### src/hdl/cfr_pkg.sv
package cfr_pkg;

  localparam int DEF_PAYLOAD_BYTES = 40;
  localparam int MAX_WORDS         = 10;

  localparam logic [7:0]  HEADER_MARK  = 8'h55;
  localparam logic [7:0]  TRAILER_MARK = 8'hAA;
  localparam logic [15:0] CRC_INIT     = 16'hFFFF;
  localparam logic [15:0] CRC_POLY     = 16'h1021;
  localparam logic [15:0] CRC_TOP      = 16'h8000;

  localparam logic [1:0] ST_GOOD      = 2'd0;
  localparam logic [1:0] ST_BAD_FRAME = 2'd1;
  localparam logic [1:0] ST_BAD_CRC   = 2'd2;

  // crc16-ccitt, msb first, one byte
  function automatic logic [15:0] cfr_crc_feed(input logic [15:0] crc, input logic [7:0] b);
    logic [15:0] c;
    c = crc ^ {b, 8'h00};
    for (int k = 0; k < 8; k++) begin
      if ((c & CRC_TOP) != 16'h0000) begin
        c = {c[14:0], 1'b0} ^ CRC_POLY;
      end else begin
        c = {c[14:0], 1'b0};
      end
    end
    return c;
  endfunction

endpackage

### src/hdl/cfr_ram.sv
module cfr_ram #(
  parameter int WIDTH = 8,
  parameter int DEPTH = 40,
  localparam int AW = $clog2(DEPTH)
) (
  input  logic             clk,
  input  logic             we,
  input  logic [AW-1:0]    waddr,
  input  logic [WIDTH-1:0] wdata,
  input  logic             re,
  input  logic [AW-1:0]    raddr,
  output logic [WIDTH-1:0] rdata
);

  logic [WIDTH-1:0] mem [DEPTH];

  always_ff @(posedge clk) begin
    if (we) begin
      mem[waddr] <= wdata;
    end
    if (re) begin
      rdata <= mem[raddr];
    end
  end

endmodule

### src/hdl/crc_checked_feedback_frame_receiver_top.sv
// channel | direction | fields                                        | handshake
// in_     | input     | rx_byte[7:0]                                  | in_valid / in_stall
// out_    | output    | status[1:0] word_index[3:0] word_value[31:0] last | out_valid / out_stall
//
// one byte per cycle is taken while no word burst is running.
// the final byte of a good frame starts a burst: each word takes four payload ram reads,
// a drain state to collect the last byte and a put state that loads the output once it is free,
// input stalled meanwhile; a frame is 44 bytes at the default size.
// synchronous active-low reset restarts the frame count; the payload ram needs no clearing.
// out_stall holds the output register; the final byte of a frame waits for it to empty.
module crc_checked_feedback_frame_receiver_top #(
  parameter int PAYLOAD_BYTES = cfr_pkg::DEF_PAYLOAD_BYTES
) (
  input  logic        clk,
  input  logic        rst_n,
  input  logic        in_valid,
  output logic        in_stall,
  input  logic [7:0]  in_rx_byte,
  output logic        out_valid,
  input  logic        out_stall,
  output logic [1:0]  out_status,
  output logic [3:0]  out_word_index,
  output logic [31:0] out_word_value,
  output logic        out_last
);
  import cfr_pkg::*;

  localparam int PW = $clog2(PAYLOAD_BYTES + 4);
  localparam int AW = $clog2(PAYLOAD_BYTES);
  localparam int WordCount = (PAYLOAD_BYTES / 4 > MAX_WORDS) ? MAX_WORDS : PAYLOAD_BYTES / 4;

  typedef enum logic [1:0] {S_IDLE, S_FETCH, S_DRAIN, S_PUT} state_t;

  state_t        state_r;
  logic [PW-1:0] pos_r;
  logic [15:0]   crc_r;
  logic          hdr_ok_r;
  logic [7:0]    crc_hi_r;
  logic [3:0]    word_r;
  logic [1:0]    sub_r;
  logic [1:0]    pend_sub_r;
  logic          pend_r;
  logic [AW-1:0] rd_addr_r;
  logic [7:0]    asm_r [4];

  logic          out_valid_r;
  logic [1:0]    out_status_r;
  logic [3:0]    out_index_r;
  logic [31:0]   out_value_r;
  logic          out_last_r;

  logic          in_accept;
  logic          last_byte;
  logic          out_free;
  logic [15:0]   crc_fed;
  logic          ram_we;
  logic [AW-1:0] ram_waddr;
  logic [7:0]    ram_rdata;
  logic [PW-1:0] pos_dec;

  assign last_byte = pos_r == PW'(PAYLOAD_BYTES + 3);
  assign in_stall  = (state_r != S_IDLE) || (last_byte && out_valid_r);
  assign in_accept = in_valid && !in_stall;
  assign out_free  = !out_valid_r || !out_stall;
  assign crc_fed   = cfr_crc_feed(crc_r, in_rx_byte);
  assign pos_dec   = pos_r - PW'(1);
  assign ram_waddr = pos_dec[AW-1:0];
  assign ram_we    = in_accept && (pos_r != '0) && (pos_r <= PW'(PAYLOAD_BYTES));

  cfr_ram #(
    .WIDTH(8),
    .DEPTH(PAYLOAD_BYTES)
  ) u_payload_ram (
    .clk  (clk),
    .we   (ram_we),
    .waddr(ram_waddr),
    .wdata(in_rx_byte),
    .re   (state_r == S_FETCH),
    .raddr(rd_addr_r),
    .rdata(ram_rdata)
  );

  always_ff @(posedge clk) begin
    if (!rst_n) begin
      state_r     <= S_IDLE;
      pos_r       <= '0;
      crc_r       <= CRC_INIT;
      hdr_ok_r    <= 1'b0;
      crc_hi_r    <= 8'h00;
      word_r      <= 4'd0;
      sub_r       <= 2'd0;
      pend_r      <= 1'b0;
      rd_addr_r   <= '0;
      out_valid_r <= 1'b0;
    end else begin
      pend_r <= state_r == S_FETCH;
      if (pend_r) begin
        asm_r[pend_sub_r] <= ram_rdata;
      end
      // the word load in S_PUT sets valid itself
      if (out_valid_r && !out_stall && state_r != S_PUT) begin
        out_valid_r <= 1'b0;
      end

      unique case (state_r)
        S_IDLE: begin
          if (in_accept) begin
            if (pos_r == '0) begin
              hdr_ok_r <= in_rx_byte == HEADER_MARK;
              pos_r    <= pos_r + PW'(1);
            end else if (pos_r <= PW'(PAYLOAD_BYTES)) begin
              crc_r <= crc_fed;
              pos_r <= pos_r + PW'(1);
            end else if (pos_r == PW'(PAYLOAD_BYTES + 1)) begin
              crc_hi_r <= in_rx_byte;
              pos_r    <= pos_r + PW'(1);
            end else if (pos_r == PW'(PAYLOAD_BYTES + 2)) begin
              // zero afterwards means the received crc matches
              crc_r <= crc_r ^ {crc_hi_r, in_rx_byte};
              pos_r <= pos_r + PW'(1);
            end else begin
              pos_r    <= '0;
              crc_r    <= CRC_INIT;
              hdr_ok_r <= 1'b0;
              crc_hi_r <= 8'h00;
              if (!hdr_ok_r || in_rx_byte != TRAILER_MARK) begin
                out_valid_r  <= 1'b1;
                out_status_r <= ST_BAD_FRAME;
                out_index_r  <= 4'd0;
                out_value_r  <= 32'd0;
                out_last_r   <= 1'b1;
              end else if (crc_r != 16'h0000) begin
                out_valid_r  <= 1'b1;
                out_status_r <= ST_BAD_CRC;
                out_index_r  <= 4'd0;
                out_value_r  <= 32'd0;
                out_last_r   <= 1'b1;
              end else begin
                state_r   <= S_FETCH;
                word_r    <= 4'd0;
                sub_r     <= 2'd0;
                rd_addr_r <= '0;
              end
            end
          end
        end
        S_FETCH: begin
          pend_sub_r <= sub_r;
          sub_r      <= sub_r + 2'd1;
          rd_addr_r  <= rd_addr_r + AW'(1);
          if (sub_r == 2'd3) begin
            state_r <= S_DRAIN;
          end
        end
        S_DRAIN: begin
          // top byte of the word lands this cycle
          state_r <= S_PUT;
        end
        S_PUT: begin
          if (out_free) begin
            out_valid_r  <= 1'b1;
            out_status_r <= ST_GOOD;
            out_index_r  <= word_r;
            out_value_r  <= {asm_r[3], asm_r[2], asm_r[1], asm_r[0]};
            out_last_r   <= word_r == 4'(WordCount - 1);
            if (word_r == 4'(WordCount - 1)) begin
              state_r <= S_IDLE;
            end else begin
              word_r  <= word_r + 4'd1;
              state_r <= S_FETCH;
            end
          end
        end
        default: state_r <= S_IDLE;
      endcase
    end
  end

  assign out_valid      = out_valid_r;
  assign out_status     = out_status_r;
  assign out_word_index = out_index_r;
  assign out_word_value = out_value_r;
  assign out_last       = out_last_r;

endmodule

### config.mk
export PLATFORM = sky130hd
export DESIGN_NAME = crc_checked_feedback_frame_receiver_top
export DESIGN_NICKNAME = d
export VERILOG_FILES = /design/src/hdl/cfr_pkg.sv /design/src/hdl/cfr_ram.sv /design/src/hdl/crc_checked_feedback_frame_receiver_top.sv
export SDC_FILE = /design/constraint.sdc
export NUM_CORES = 1
export LEC_CHECK = 0
export BUFFER_PORTS_ARGS = -buffer_cell sky130_fd_sc_hd__buf_4
export CELL_PAD_IN_SITES_DETAIL_PLACEMENT = 0
export CELL_PAD_IN_SITES_GLOBAL_PLACEMENT = 1
export CORE_MARGIN = 5
export CORE_UTILIZATION = 35
export CTS_BUF_LIST = sky130_fd_sc_hd__clkbuf_4 sky130_fd_sc_hd__clkbuf_8 sky130_fd_sc_hd__clkbuf_16
export CTS_CLUSTER_DIAMETER = 100
export DETAILED_ROUTE_END_ITERATION = 6
export HOLD_SLACK_MARGIN = 0.08
export MAX_ROUTING_LAYER = met4
export PLACE_DENSITY = 0.58
export SLEW_MARGIN = 25
export SYNTH_ARGS = -nofsm -noshare
export SYNTH_HDL_FRONTEND = slang
export SYNTH_SLANG_ARGS = --single-unit
### constraint.sdc
create_clock -name clk -period 5.2 [get_ports clk]
set_clock_uncertainty 0.2 [all_clocks]
set_input_delay 1.3 -clock clk [delete_from_list [all_inputs] [get_ports clk]]
set_output_delay 1.3 -clock clk [all_outputs]
set_load 0.02 [all_outputs]
---- After elaboration in Yosys (flattened, before gate mapping) ----
Memories as Yosys holds them, arrays and structs flattened. A register that Yosys moved wholly into a read port is not among the register bits.
Cells that the tools add are included.
word-level totals
  register bits ........................... 88
  latch bits .............................. 0
  RAM bits ................................ 352
  ROM bits ................................ 0
  input bits .............................. 12
  memories ................................ 2
operators by class
  $add $sub $neg .......................... 5
  multiply operators ...................... 0
  divide/modulo/power cells ............... 0
  $lt $le $gt $ge ......................... 1
  eq/ne operators ......................... 27
  shift-type cells ........................ 0
  mux-type cells .......................... 109
  bitwise gates (word level) .............. 12
  reduce and logical (&&, ||, !) cells .... 29
memories
  memory             words  width  read ports  clocked after memory_dff  wr ports  line                                           text
  u_payload_ram.mem  40     8      1           1                         1         cfr_ram.sv:15                                  logic [WIDTH-1:0] mem [DEPTH];
  asm_r              4      8      4           0                         1         crc_checked_feedback_frame_receiver_top.sv:44  logic [7:0] asm_r [4];
operators by type and width
  kind                                            number
  two-way mux 32 bit                              8
  two-way mux 13 bit                              8
  two-way mux 4 bit                               17
  two-way mux 6 bit                               11
  one-hot mux 32 bit (2 select lines)             1
  two-way mux 16 bit                              3
  two-way mux 2 bit                               24
  bitwise XOR 16 bit                              2
  != test 2 bit (second input constant)           15
  two-way mux 1 bit                               27
  NOT 3 bit                                       8
  == test 6 bit (second input constant)           3
  AND reduction 9 bit                             2
  two-way mux 8 bit                               2
  one-hot mux 4 bit (2 select lines)              2
  nonzero test 16 bit                             1
  adder 6 x 1 -> 6 bit (second input constant)    2
  one-hot mux 6 bit (2 select lines)              1
  AND reduction 10 bit                            1
  AND reduction 5 bit                             2
  == test 8 x 7 -> 1 bit (second input constant)  1
  != test 8 bit (second input constant)           1
  one-hot mux 2 bit (2 select lines)              2
  one-hot mux 2 bit (4 select lines)              1
  other kinds (21)                                38

---- Depth between registers and ports, before layout ----
Gate-level depths: netlist of the first run.
  depth after elaboration ................. 18
  depth in mapped cells ................... 10
  gate-level depth less buffers ........... 8

---- Hierarchy ----
From an unflattened synthesis of the first run, not the netlist that was laid out.
unflattened totals
  cells, all modules ...................... 1194
  area total of the unflattened synthesis .. 18510.3 um^2
modules (own cells, without submodules)
  module                                   instances  cells each  area each (um^2)
  cfr_ram                                  1          696         13070.0
  crc_checked_feedback_frame_receiver_top  1          498         5440.2

---- Least setup slack after synthesis of the first run ----
OpenSTA, ideal clock, no wires.
  path kind ............................... input port to flip-flop
  start ................................... input port in_rx_byte[4]
  end ..................................... register out_last_r, in the netlist out_last, enable pin
  setup time .............................. 0.394 ns
  data arrival time ....................... 2.848 ns
  required time ........................... 4.606 ns
  slack ................................... 1.758 ns
  stages on the path ...................... 5
  buffers on the path ..................... 0
  path through ............................ and4bb_1 > nand4b_4 > nor2_1 > nor3_1 > o211a_1
on the way
  longest elaborated chain between the ends .. 4
RTL lines
  element                        line                                            text
  start, declared                crc_checked_feedback_frame_receiver_top.sv:18   input logic [7:0] in_rx_byte,
  != test 8 bit                  crc_checked_feedback_frame_receiver_top.sv:126  if (!hdr_ok_r || in_rx_byte != TRAILER_MARK) begin
  logical OR 1 bit               crc_checked_feedback_frame_receiver_top.sv:126
  != test 3 bit (no line)        -
  AND reduction 9 bit (no line)  -
  end signal, assigned           crc_checked_feedback_frame_receiver_top.sv:165  out_last_r <= word_r == 4'(WordCount - 1);
  end, declared                  crc_checked_feedback_frame_receiver_top.sv:50   logic out_last_r;
No other way between the ends.
A chain may end at the register's enable or synchronous reset.

---- Final worst setup path of the first run ----
  start ................................... register pos_r[0]
  end ..................................... memory u_payload_ram.mem[23][4], enable pin
on the way
  longest elaborated chain between the ends .. 9
RTL lines
  element                                  line                                            text
  start, declared                          crc_checked_feedback_frame_receiver_top.sv:35   logic [PW-1:0] pos_r;
  start signal, assigned                   crc_checked_feedback_frame_receiver_top.sv:110  pos_r <= pos_r + PW'(1);
  start signal, assigned                   crc_checked_feedback_frame_receiver_top.sv:113  pos_r <= pos_r + PW'(1);
  start signal, assigned                   crc_checked_feedback_frame_receiver_top.sv:116  pos_r <= pos_r + PW'(1);
  == test 6 bit                            crc_checked_feedback_frame_receiver_top.sv:61   assign last_byte = pos_r == PW'(PAYLOAD_BYTES + 3);
  logical AND 1 bit                        crc_checked_feedback_frame_receiver_top.sv:62   assign in_stall = (state_r != S_IDLE) || (last_byte && out_valid_r);
  logical OR 1 bit                         crc_checked_feedback_frame_receiver_top.sv:62
  zero test 1 bit                          crc_checked_feedback_frame_receiver_top.sv:63   assign in_accept = in_valid && !in_stall;
  logical AND 1 bit                        crc_checked_feedback_frame_receiver_top.sv:63
  logical AND 1 bit (2 in a row)           crc_checked_feedback_frame_receiver_top.sv:68   assign ram_we = in_accept && (pos_r != '0) && (pos_r <= PW'(PAYLOAD_BYTES));
  two-way mux 1 bit                        cfr_ram.sv:18                                   if (we) begin
  two-way mux 1 bit (not written as such)  cfr_ram.sv:19                                   mem[waddr] <= wdata;
  end, declared                            cfr_ram.sv:15
Parallel ways exist; a longest one is shown, timed or not.

==> flow_summary.toml, run 1 <==
[status]
outcome = "complete, no violations"

[setup_path]
cp-end-kind = "register"
cp.required_ns = 5.22
crit_path_max_fanout = 13
startpoint_type = "register"
cp.arrival_ns = 3.57
path_class = "register to register"

[sta]
final_max_slew_viol_count = 0
setup_viol = 0
fin_tns_setup_ns = 0
hold_viol = 0
fmax_mhz = 281
rsz0062_at_grt = "false"
tightest_slew_ns = 0.915
min_period_over_period = 0.684
worst_slack_ns = 1.64
holdWs_ns = 0.272
finalCriticalPeriod_ns = 3.56
max-slew-margin-rel = 0.387

[placed_design]
portBuffers = 52
place.gp.congestion = 0.795
place_ws_ns = 1.28
dp.cells = 1823
dp_hpwl_um = 27800
place_area_um2 = 19600

[clock_network]
root_buffer = "clkbuf_16"
post_cts.repair.setup_buffers = 0
cts_tree = "done"
clk_latency_ns = 0.58
clk_pin_slew_ns = 0.06
hold_buffers = 0
h-tree-depth = 2
numClockSinks = 448
clk_path_buf_depth = 3
cts_buffers = 48
cts_resized = 0

[power_and_ir_drop]
p_per_area_nw_per_um2 = 362
power_mw = 7.66
max-vdd-ir-drop_v = 0.000231
leakage_nw = 6.66

[synthesis]
yosysSeqAreaShare = 0.716
synth_cells = 1097
syn_area_per_cell_um2 = 16.5
ys_ff_latch = 448
ys_warn_count = 0
synth_nets = 1121
synth_edf_count = 401
async_flop_share = 0
dominantRegCellSynth = "edfxtp_1"
syn-cell-area_um2 = 18100
synth_cell_types = 62

[final_layout]
final_nets = 1218
layout-drive-gt1-share = 0.224
final_cell_mix = "edfxtp_1, buf_4, mux4_2, nor2_1, nand2_1"
syn2layout_area_growth_pct = 16.7
utilization = 0.413
final_common_cell = "edfxtp_1"
finalInstanceArea_um2 = 21200
instances_no_fill = 1914

[routing]
routed_wl_um = 44600
dr_total_vias = 9963
drc = 0
drtIter0Drc = 903
post_drt_wl_per_cell_um = 23.3
ant_nets = 0
dr.pass1.iters = 5
viasPerCell = 5.21

[grt]
grt_pass1_wl_um = 66900
grt_overflow_total = 0
grt_max_degree = 65
grt_use_total = 0.162
grt_pass1_vias = 10000
antenna_found_initial = 3

[floorplan]
coreArea_um2 = 51300
initial_core_util = 0.353
die_h_um = 238
pin_count = 53
die_area_um2 = 56500
rows = 83
die_w_um = 238

[run]
maxCapViolCount = 0

[min_path]
min_path_type = "register to register"
[power breakdown]
| part | internal [mW] | switching, mW | total, mW |
|---|---|---|---|
| sequential | 3.92 | 0.0242 | 3.95 |
| combinational | 0.104 | 0.193 | 0.297 |
| clock | 2.00 | 1.42 | 3.41 |
| total | 6.02 | 1.63 | 7.66 |
[sequential cells by signal, summed over array words and instances (netlist names)]
register / count
crc_hi_r: 8
state_r: 2
hdr_ok_r: 1
pend_sub_r: 2
word_r: 4
asm_r: 32
pos_r: 6
pend_r: 1
sub_r: 2
crc_r: 16
out_word_value: 32
u_payload_ram.mem: 320
out_last: 1
out_valid: 1
out_status: 2
out_word_index: 4
u_payload_ram.rdata: 8
rd_addr_r: 6
[final cells by class]
cell class              count  area, µm²
flip-flops and latches    448      13000
repair buffers            109        851
fillers                  4626      30100
multi-input cells         575       4860
well taps                 680        851
diodes                      1       2.50
inverters                  12       45.0
clock buffers              61       1320
clock inverters            28        254
[metal layers]
layer  wire length, µm  GRT usage  vias to the layer above  share of wire
li1                  -          -                     4526              -
met1             20100      0.221                     5077           0.45
met2             21100      0.251                      288           0.47
met3              2310     0.0276                       72          0.052
met4              1130     0.0502                        0          0.025
met5                 0          -                        -              0
[synth_stat cells, types with 10 or more instances]
master,instances,area share
ha_1,12,0.0083
mux4_2,69,0.086
a211oi_1,13,0.0054
o22ai_1,15,0.0052
a21oi_1,41,0.011
nand2_1,53,0.011
inv_1,12,0.0025
and2_1,42,0.014
clkbuf_1,43,0.0089
nand3_1,25,0.0069
edfxtp_1,401,0.66
xnor2_1,24,0.012
buf_2,10,0.0028
a22o_1,14,0.0068
dfxtp_1,47,0.052
a22oi_1,14,0.0058
mux2i_1,25,0.014
nor2_1,67,0.014
o21ai_0,29,0.0080
[path summary, 6_finish.rpt]
check | startpoint | endpoint | slack, ns | cells after the start
worst max-delay path | pos_r[0]$_SDFFE_PN0P_ | u_payload_ram.mem[23][4]$_DFFE_PP_ | 1.64 | 10
worst min-delay path | state_r[1]$_SDFFE_PN0P_ | state_r[1]$_SDFFE_PN0P_ | 0.27 | 2
worst max register to register | pos_r[0]$_SDFFE_PN0P_ | u_payload_ram.mem[23][4]$_DFFE_PP_ | 1.64 | 10
worst min register to register | state_r[1]$_SDFFE_PN0P_ | state_r[1]$_SDFFE_PN0P_ | 0.27 | 2
[cell families after synthesis]
family                     share of synthesized area
DFF                                            0.716
and+or+nand+nor                               0.0735
AOI/OAI and AO/OA                             0.0673
muxes                                          0.104
buffers and inverters                         0.0160
xor gates and xnor gates                      0.0145
adders and majority gates                    0.00828
[critical path, stage by stage (launching register included)]
cell	delay, ns
dfxtp_1	0.55
inv_1	0.18
ha_1	0.35
nor3b_1	0.19
o21ai_0	0.28
nand2_1	0.08
buf_4	0.21
nor3_1	0.16
buf_4	0.18
nand2_1	0.20
nor2_1	0.59
No activity file was read; power rests on OpenSTA's default activity.
==> run 2, diff against run 1 <==
==> constraint.sdc (replaced) <==
create_clock -name clk -period 3.3 [get_ports clk]
set_clock_uncertainty 0.2 [all_clocks]
set_input_delay 0.825 -clock clk [delete_from_list [all_inputs] [get_ports clk]]
set_output_delay 0.825 -clock clk [all_outputs]
set_load 0.02 [all_outputs]
==> run 2 against run 1 <==
  * Hold slack better by 0.0058 ns
  * Combinational power grew 61%
  * Die area did not move
  * Cell area increased by 1.9%
  * Via count is 1.6% higher
  * Register-to-register slack got worse by 1.4 ns
  * Flip-flop and latch count stayed put
  * Clock power is 53% higher
  * Largest cell class unchanged
  * Largest power group unchanged
==> flow_summary.toml, run 2 (synthesis gave the netlist of run 1 again) <==
[status]
outcome = "complete, no violations"

[clock_network]
hold_buffers = 0
h-tree-depth = 2
clk_latency_ns = 0.58
root_buffer = "clkbuf_16"
cts_buffers = 49
numClockSinks = 448
clk_path_buf_depth = 3
post_cts.repair.setup_buffers = 0
clk_pin_slew_ns = 0.06
cts_tree = "done"

[setup_path]
r2r_cells = 9
critPathSlowestCell = "or3b_2"
startpoint_type = "register"
crit_path_max_fanout = 9
worstReg2RegStart = "pos_r[1]$_SDFFE_PN0P_"
crit_family = "simple AND/OR/NAND/NOR gates"
cp_common_cell = "a21oi_1"
crit_start = "pos_r[1]$_SDFFE_PN0P_"
cp-end-kind = "register"
rrSetupSlack_ns = 0.24
critical_path_buf_inv_count = 2
slowest_delay_ns = 0.48
reg2reg_to = "u_payload_ram.mem[23][7]$_DFFE_PP_"
path_class = "register to register"
cp.required_ns = 3.39
cp.arrival_ns = 3.15
crit_chain = "inv_1 -> ha_1 -> or3b_2 -> a21oi_1 -> a21oi_1 -> o21ai_0 -> nand2b_1 -> nor2_1 -> buf_4"

[routing]
drtIter0Drc = 866
routed_wl_um = 44500
drc = 0
ant_nets = 0
dr_total_vias = 10100
dr.pass1.iters = 5
viasPerCell = 5.17
post_drt_wl_per_cell_um = 22.7

[floorplan]
pin_count = 53
initial_core_util = 0.353
die_area_um2 = 56500
coreArea_um2 = 51300
rows = 83
die_h_um = 238
die_w_um = 238

[sta]
rsz0062_at_grt = "false"
finalCriticalPeriod_ns = 3.06
fmax_mhz = 326
min_period_over_period = 0.929
final_max_slew_viol_count = 0
setup_viol = 0
fin_tns_setup_ns = 0
tightest_slew_ns = 0.914
hold_viol = 0
max-slew-margin-rel = 0.390
holdWs_ns = 0.277

[final_layout]
fill_cells = 4612
final_cell_mix = "edfxtp_1, buf_4, mux4_2, nor2_1, nand2_1"
instances_no_fill = 1960
layout-drive-gt1-share = 0.255
top_register = "u_payload_ram.mem"
syn2layout_area_growth_pct = 18.9
final_nets = 1268
diodes = 0
final_common_cell = "edfxtp_1"
largest_reg_flops = 320
ff_latch_area_um2 = 13000
finalInstanceArea_um2 = 21600
multi_input_area_um2 = 4870

[placed_design]
portBuffers = 52
place.gp.congestion = 0.792
dp_hpwl_um = 28700
dp.cells = 1873
place_area_um2 = 20000

[power_and_ir_drop]
max-vdd-ir-drop_v = 0.000374
p_per_area_nw_per_um2 = 552
leakage_nw = 6.93
power_mw = 11.9

[min_path]
min_path_type = "register to register"
hp-start = "sub_r[1]$_SDFFE_PN0P_"
hold_end = "sub_r[1]$_SDFFE_PN0P_"
worstHoldPathCells = 2

[grt]
antenna_found_initial = 0
grt_overflow_total = 0
grt_max_degree = 46
met2_usage = 0.244
grt_pass1_wl_um = 66300
grt_use_total = 0.160
grt_busiest_layer = "met2"
use_met3 = 0.0350
grt_pass1_vias = 10200
grt.met1_usage = 0.220

[run]
maxCapViolCount = 0
==> run 2: changes by cell type in the layout (fill, tap and decap cells not counted), moves of 2 or more <==
cell / before / now
clkbuf_8: 0 / 2
buf_12: 1 / 6
nor3_1: 9 / 7
clkinv_2: 7 / 5
buf_4: 107 / 152
nor3_2: 0 / 2
bufinv_16: 4 / 1
inv_6: 4 / 2
clkinvlp_4: 4 / 1
clkinv_4: 0 / 2
==> run 2: worst reg2reg max path, delay by kind of cell, from the launching register on <==
family | cells | cell delay (ns)
buffers and inverters | 2 | 0.34
and+or+nand+nor | 3 | 1.15
AOI/OAI and AO/OA | 3 | 0.35
DFF | 1 | 0.36
adders and majority gates | 1 | 0.38
==> run 2: area by class of cell <==
type / instances / share of cell area
Sequential cell: 448 / 0.602
Multi-Input combinational cell: 575 / 0.226
Clock buffer: 65 / 0.0638
Timing Repair Buffer: 158 / 0.0585
Tap cell: 680 / 0.0395
Clock inverter: 22 / 0.00766
Inverter: 12 / 0.00209
==> run 2: power breakdown <==
part           leakage [nW]  internal [mW]  switching (mW)
clock network         0.769           3.01            2.20
registers              3.92           6.18          0.0355
logic                  2.24          0.181           0.297
==> run 2: layer usage <==
layer,vias to the layer above,part of all wire
met5,-,0
met4,0,0.020
met3,68,0.064
met2,266,0.47
met1,5160,0.45
li1,4631,-
==> run 2: stage by stage <==
stage                     worst slack, ns  utilization
after floorplan                     0.333            -
after global placement              0.189        0.390
after detailed placement            0.158        0.390
after CTS                           0.141        0.420
after global routing               0.0745        0.420
final                               0.235        0.420
==> run 2: worst max-delay path by stage <==
stage                                    endpoint  depth (start not counted)
3_3_place_gp   u_payload_ram.mem[29][1]$_DFFE_PP_                          8
3_5_place_dp   u_payload_ram.mem[29][4]$_DFFE_PP_                          9
6_report       u_payload_ram.mem[23][7]$_DFFE_PP_                          9
5_1_grt          u_payload_ram.rdata[2]$_DFFE_PP_                          5
2_1_floorplan              out_last$_SDFFCE_PN1P_                          5
4_1_cts        u_payload_ram.mem[29][5]$_DFFE_PP_                          9
==> run 2: timing repair <==
action	CTS	global route
gates resized for setup	0	2
hold endpoints to repair	0	0
endpoints found under the setup margin	0	116
==> run 3, diff against run 2 <==
--- a/config.mk
+++ b/config.mk
@@ -9,13 +9,13 @@
 export CELL_PAD_IN_SITES_DETAIL_PLACEMENT = 0
 export CELL_PAD_IN_SITES_GLOBAL_PLACEMENT = 1
 export CORE_MARGIN = 5
-export CORE_UTILIZATION = 35
+export CORE_UTILIZATION = 53
 export CTS_BUF_LIST = sky130_fd_sc_hd__clkbuf_4 sky130_fd_sc_hd__clkbuf_8 sky130_fd_sc_hd__clkbuf_16
 export CTS_CLUSTER_DIAMETER = 100
 export DETAILED_ROUTE_END_ITERATION = 6
 export HOLD_SLACK_MARGIN = 0.08
 export MAX_ROUTING_LAYER = met4
-export PLACE_DENSITY = 0.58
+export PLACE_DENSITY = 0.81
 export SLEW_MARGIN = 25
 export SYNTH_ARGS = -nofsm -noshare
 export SYNTH_HDL_FRONTEND = slang
==> run 3 against run 2 <==
  * Register-to-register slack gained 0.13 ns
  * Highest routed layer unchanged
  * Setup slack improved by 0.13 ns
  * Sequential power about the same
==> flow_summary.toml, run 3 (synthesis gave the netlist of run 1 again) <==
[status]
outcome = "complete, no violations"

[min_path]
min_path_type = "register to register"
hp-start = "state_r[1]$_SDFFE_PN0P_"

[grt]
antenna_found_initial = 1
grt_overflow_total = 0
grt_pass1_wl_um = 60200
grt_pass1_vias = 10200
grt_max_degree = 47
grt_use_total = 0.210

[clock_network]
clk_path_buf_depth = 3
hold_buffers = 0
clk_pin_slew_ns = 0.06
cts_tree = "done"
h-tree-depth = 2
numClockSinks = 448
cts_buffers = 45
root_buffer = "clkbuf_16"
clk_latency_ns = 0.55

[final_layout]
final_common_cell = "edfxtp_1"
multi_input_area_um2 = 4880
top_register = "u_payload_ram.mem"
syn2layout_area_growth_pct = 16.9
finalInstanceArea_um2 = 21200
ff_latch_area_um2 = 13000
final_cell_mix = "edfxtp_1, buf_4, mux4_2, nor2_1, nand2_1"
diodes = 0
fill_cells = 2377
layout-drive-gt1-share = 0.253
final_nets = 1256
largest_reg_flops = 320

[power_and_ir_drop]
p_per_area_nw_per_um2 = 562
leakage_nw = 6.89
max-vdd-ir-drop_v = 0.000497

[setup_path]
crit_chain = "and4bb_1 -> nand3_1 -> nand2_1 -> buf_4"
critPathSlowestCell = "dfxtp_1"
cp-end-kind = "output port"
crit_path_max_fanout = 15
path_class = "register to output port"
cp.arrival_ns = 1.91
r2r_cells = 9
reg2reg_to = "u_payload_ram.mem[35][4]$_DFFE_PP_"
rrSetupSlack_ns = 0.37
startpoint_type = "register"
cp.required_ns = 2.27
critical_path_buf_inv_count = 1
cp-endpoint = "in_stall"
worstReg2RegStart = "pos_r[1]$_SDFFE_PN0P_"
crit_cells = 4
slowest_delay_ns = 0.61
crit_start = "pos_r[3]$_SDFFE_PN0P_"
crit_family = "simple AND/OR/NAND/NOR gates"

[routing]
dr.pass1.iters = 5
dr_total_vias = 10300
post_drt_wl_per_cell_um = 22.8
drc = 0
routed_wl_um = 39100
drtIter0Drc = 979
viasPerCell = 5.98
ant_nets = 0

[sta]
rsz0062_at_grt = "false"
finalCriticalPeriod_ns = 2.93
hold_viol = 0
min_period_over_period = 0.889
fmax_mhz = 341
max-slew-margin-rel = 0.403
setup_viol = 0
final_max_slew_viol_count = 0
fin_tns_setup_ns = 0
tightest_slew_ns = 0.894

[floorplan]
coreArea_um2 = 33600
die_w_um = 195
pin_count = 53
rows = 67
die_h_um = 195
initial_core_util = 0.539
die_area_um2 = 38000

[placed_design]
dp_hpwl_um = 24800
portBuffers = 52
place.gp.congestion = 0.849
place_area_um2 = 19600

[run]
maxCapViolCount = 0
## run 3: worst reg2reg max path, cell delays in order (launching register included)
cell and delay [ns]:
dfxtp_1 0.44, inv_1 0.13, ha_1 0.24, and4b_1 0.18, o21ai_0 0.21, nand2_1 0.15
nor3_2 0.30, nand2_1 0.37, nor2_1 0.22, buf_4 0.21
## run 3: power by group
| group | total, mW | leakage, nW | switching [mW] | internal, mW |
|---|---|---|---|---|
| logic | 0.461 | 2.19 | 0.289 | 0.172 |
| registers | 6.22 | 3.92 | 0.0367 | 6.18 |
| clock network | 5.23 | 0.781 | 2.03 | 3.20 |
## run 3: routing by layer
metal	vias up	wire length [µm]	GRT usage
met2	405	18700	0.331
met1	5178	16700	0.292
met4	0	956	0.0551
li1	4614	-	-
met3	67	2720	0.0312
met5	-	0	-
## run 3: timing repair
item | 4_1_cts | 5_1_grt
endpoints found under the setup margin | 0 | 216
setup buffers | 0 | 0
resized for setup | 0 | 3
## run 3: worst min path at each step
| stage | to | slack, ns | cells past startpoint |
|---|---|---|---|
| finish | state_r[1]$_SDFFE_PN0P_ | 0.28 | 2 |
| global route | pend_sub_r[1]$_DFFE_PP_ | 0.29 | 0 |
| CTS | pend_sub_r[1]$_DFFE_PP_ | 0.28 | 0 |
| detailed placement | pend_sub_r[1]$_DFFE_PP_ | 0.27 | 0 |
| global placement | state_r[1]$_SDFFE_PN0P_ | 0.26 | 2 |
| floorplan | pend_sub_r[1]$_DFFE_PP_ | 0.23 | 0 |
## run 3: metrics by stage
| stage | power [mW] | cells | hold slack (ns) | setup WS, ns | utilization |
|---|---|---|---|---|---|
| floorplan | 6.60 | 1097 | 0.234 | 0.333 | - |
| global placement | 6.78 | 1633 | 0.264 | 0.188 | 0.584 |
| finish | 11.9 | 1715 | 0.281 | 0.366 | 0.630 |
| detailed placement | 6.79 | 1633 | 0.273 | 0.0816 | 0.584 |
| global route | 12.3 | 1715 | 0.293 | 0.0463 | 0.630 |
| CTS | 12.0 | 1715 | 0.282 | 0.0688 | 0.630 |
## run 3: cell type report
cell class	count	share of cell area
flip-flops and latches	448	0.613
inverters	12	0.00213
clock buffers	60	0.0605
well taps	448	0.0265
clock inverters	22	0.0128
multi-input cells	575	0.230
repair buffers	150	0.0549
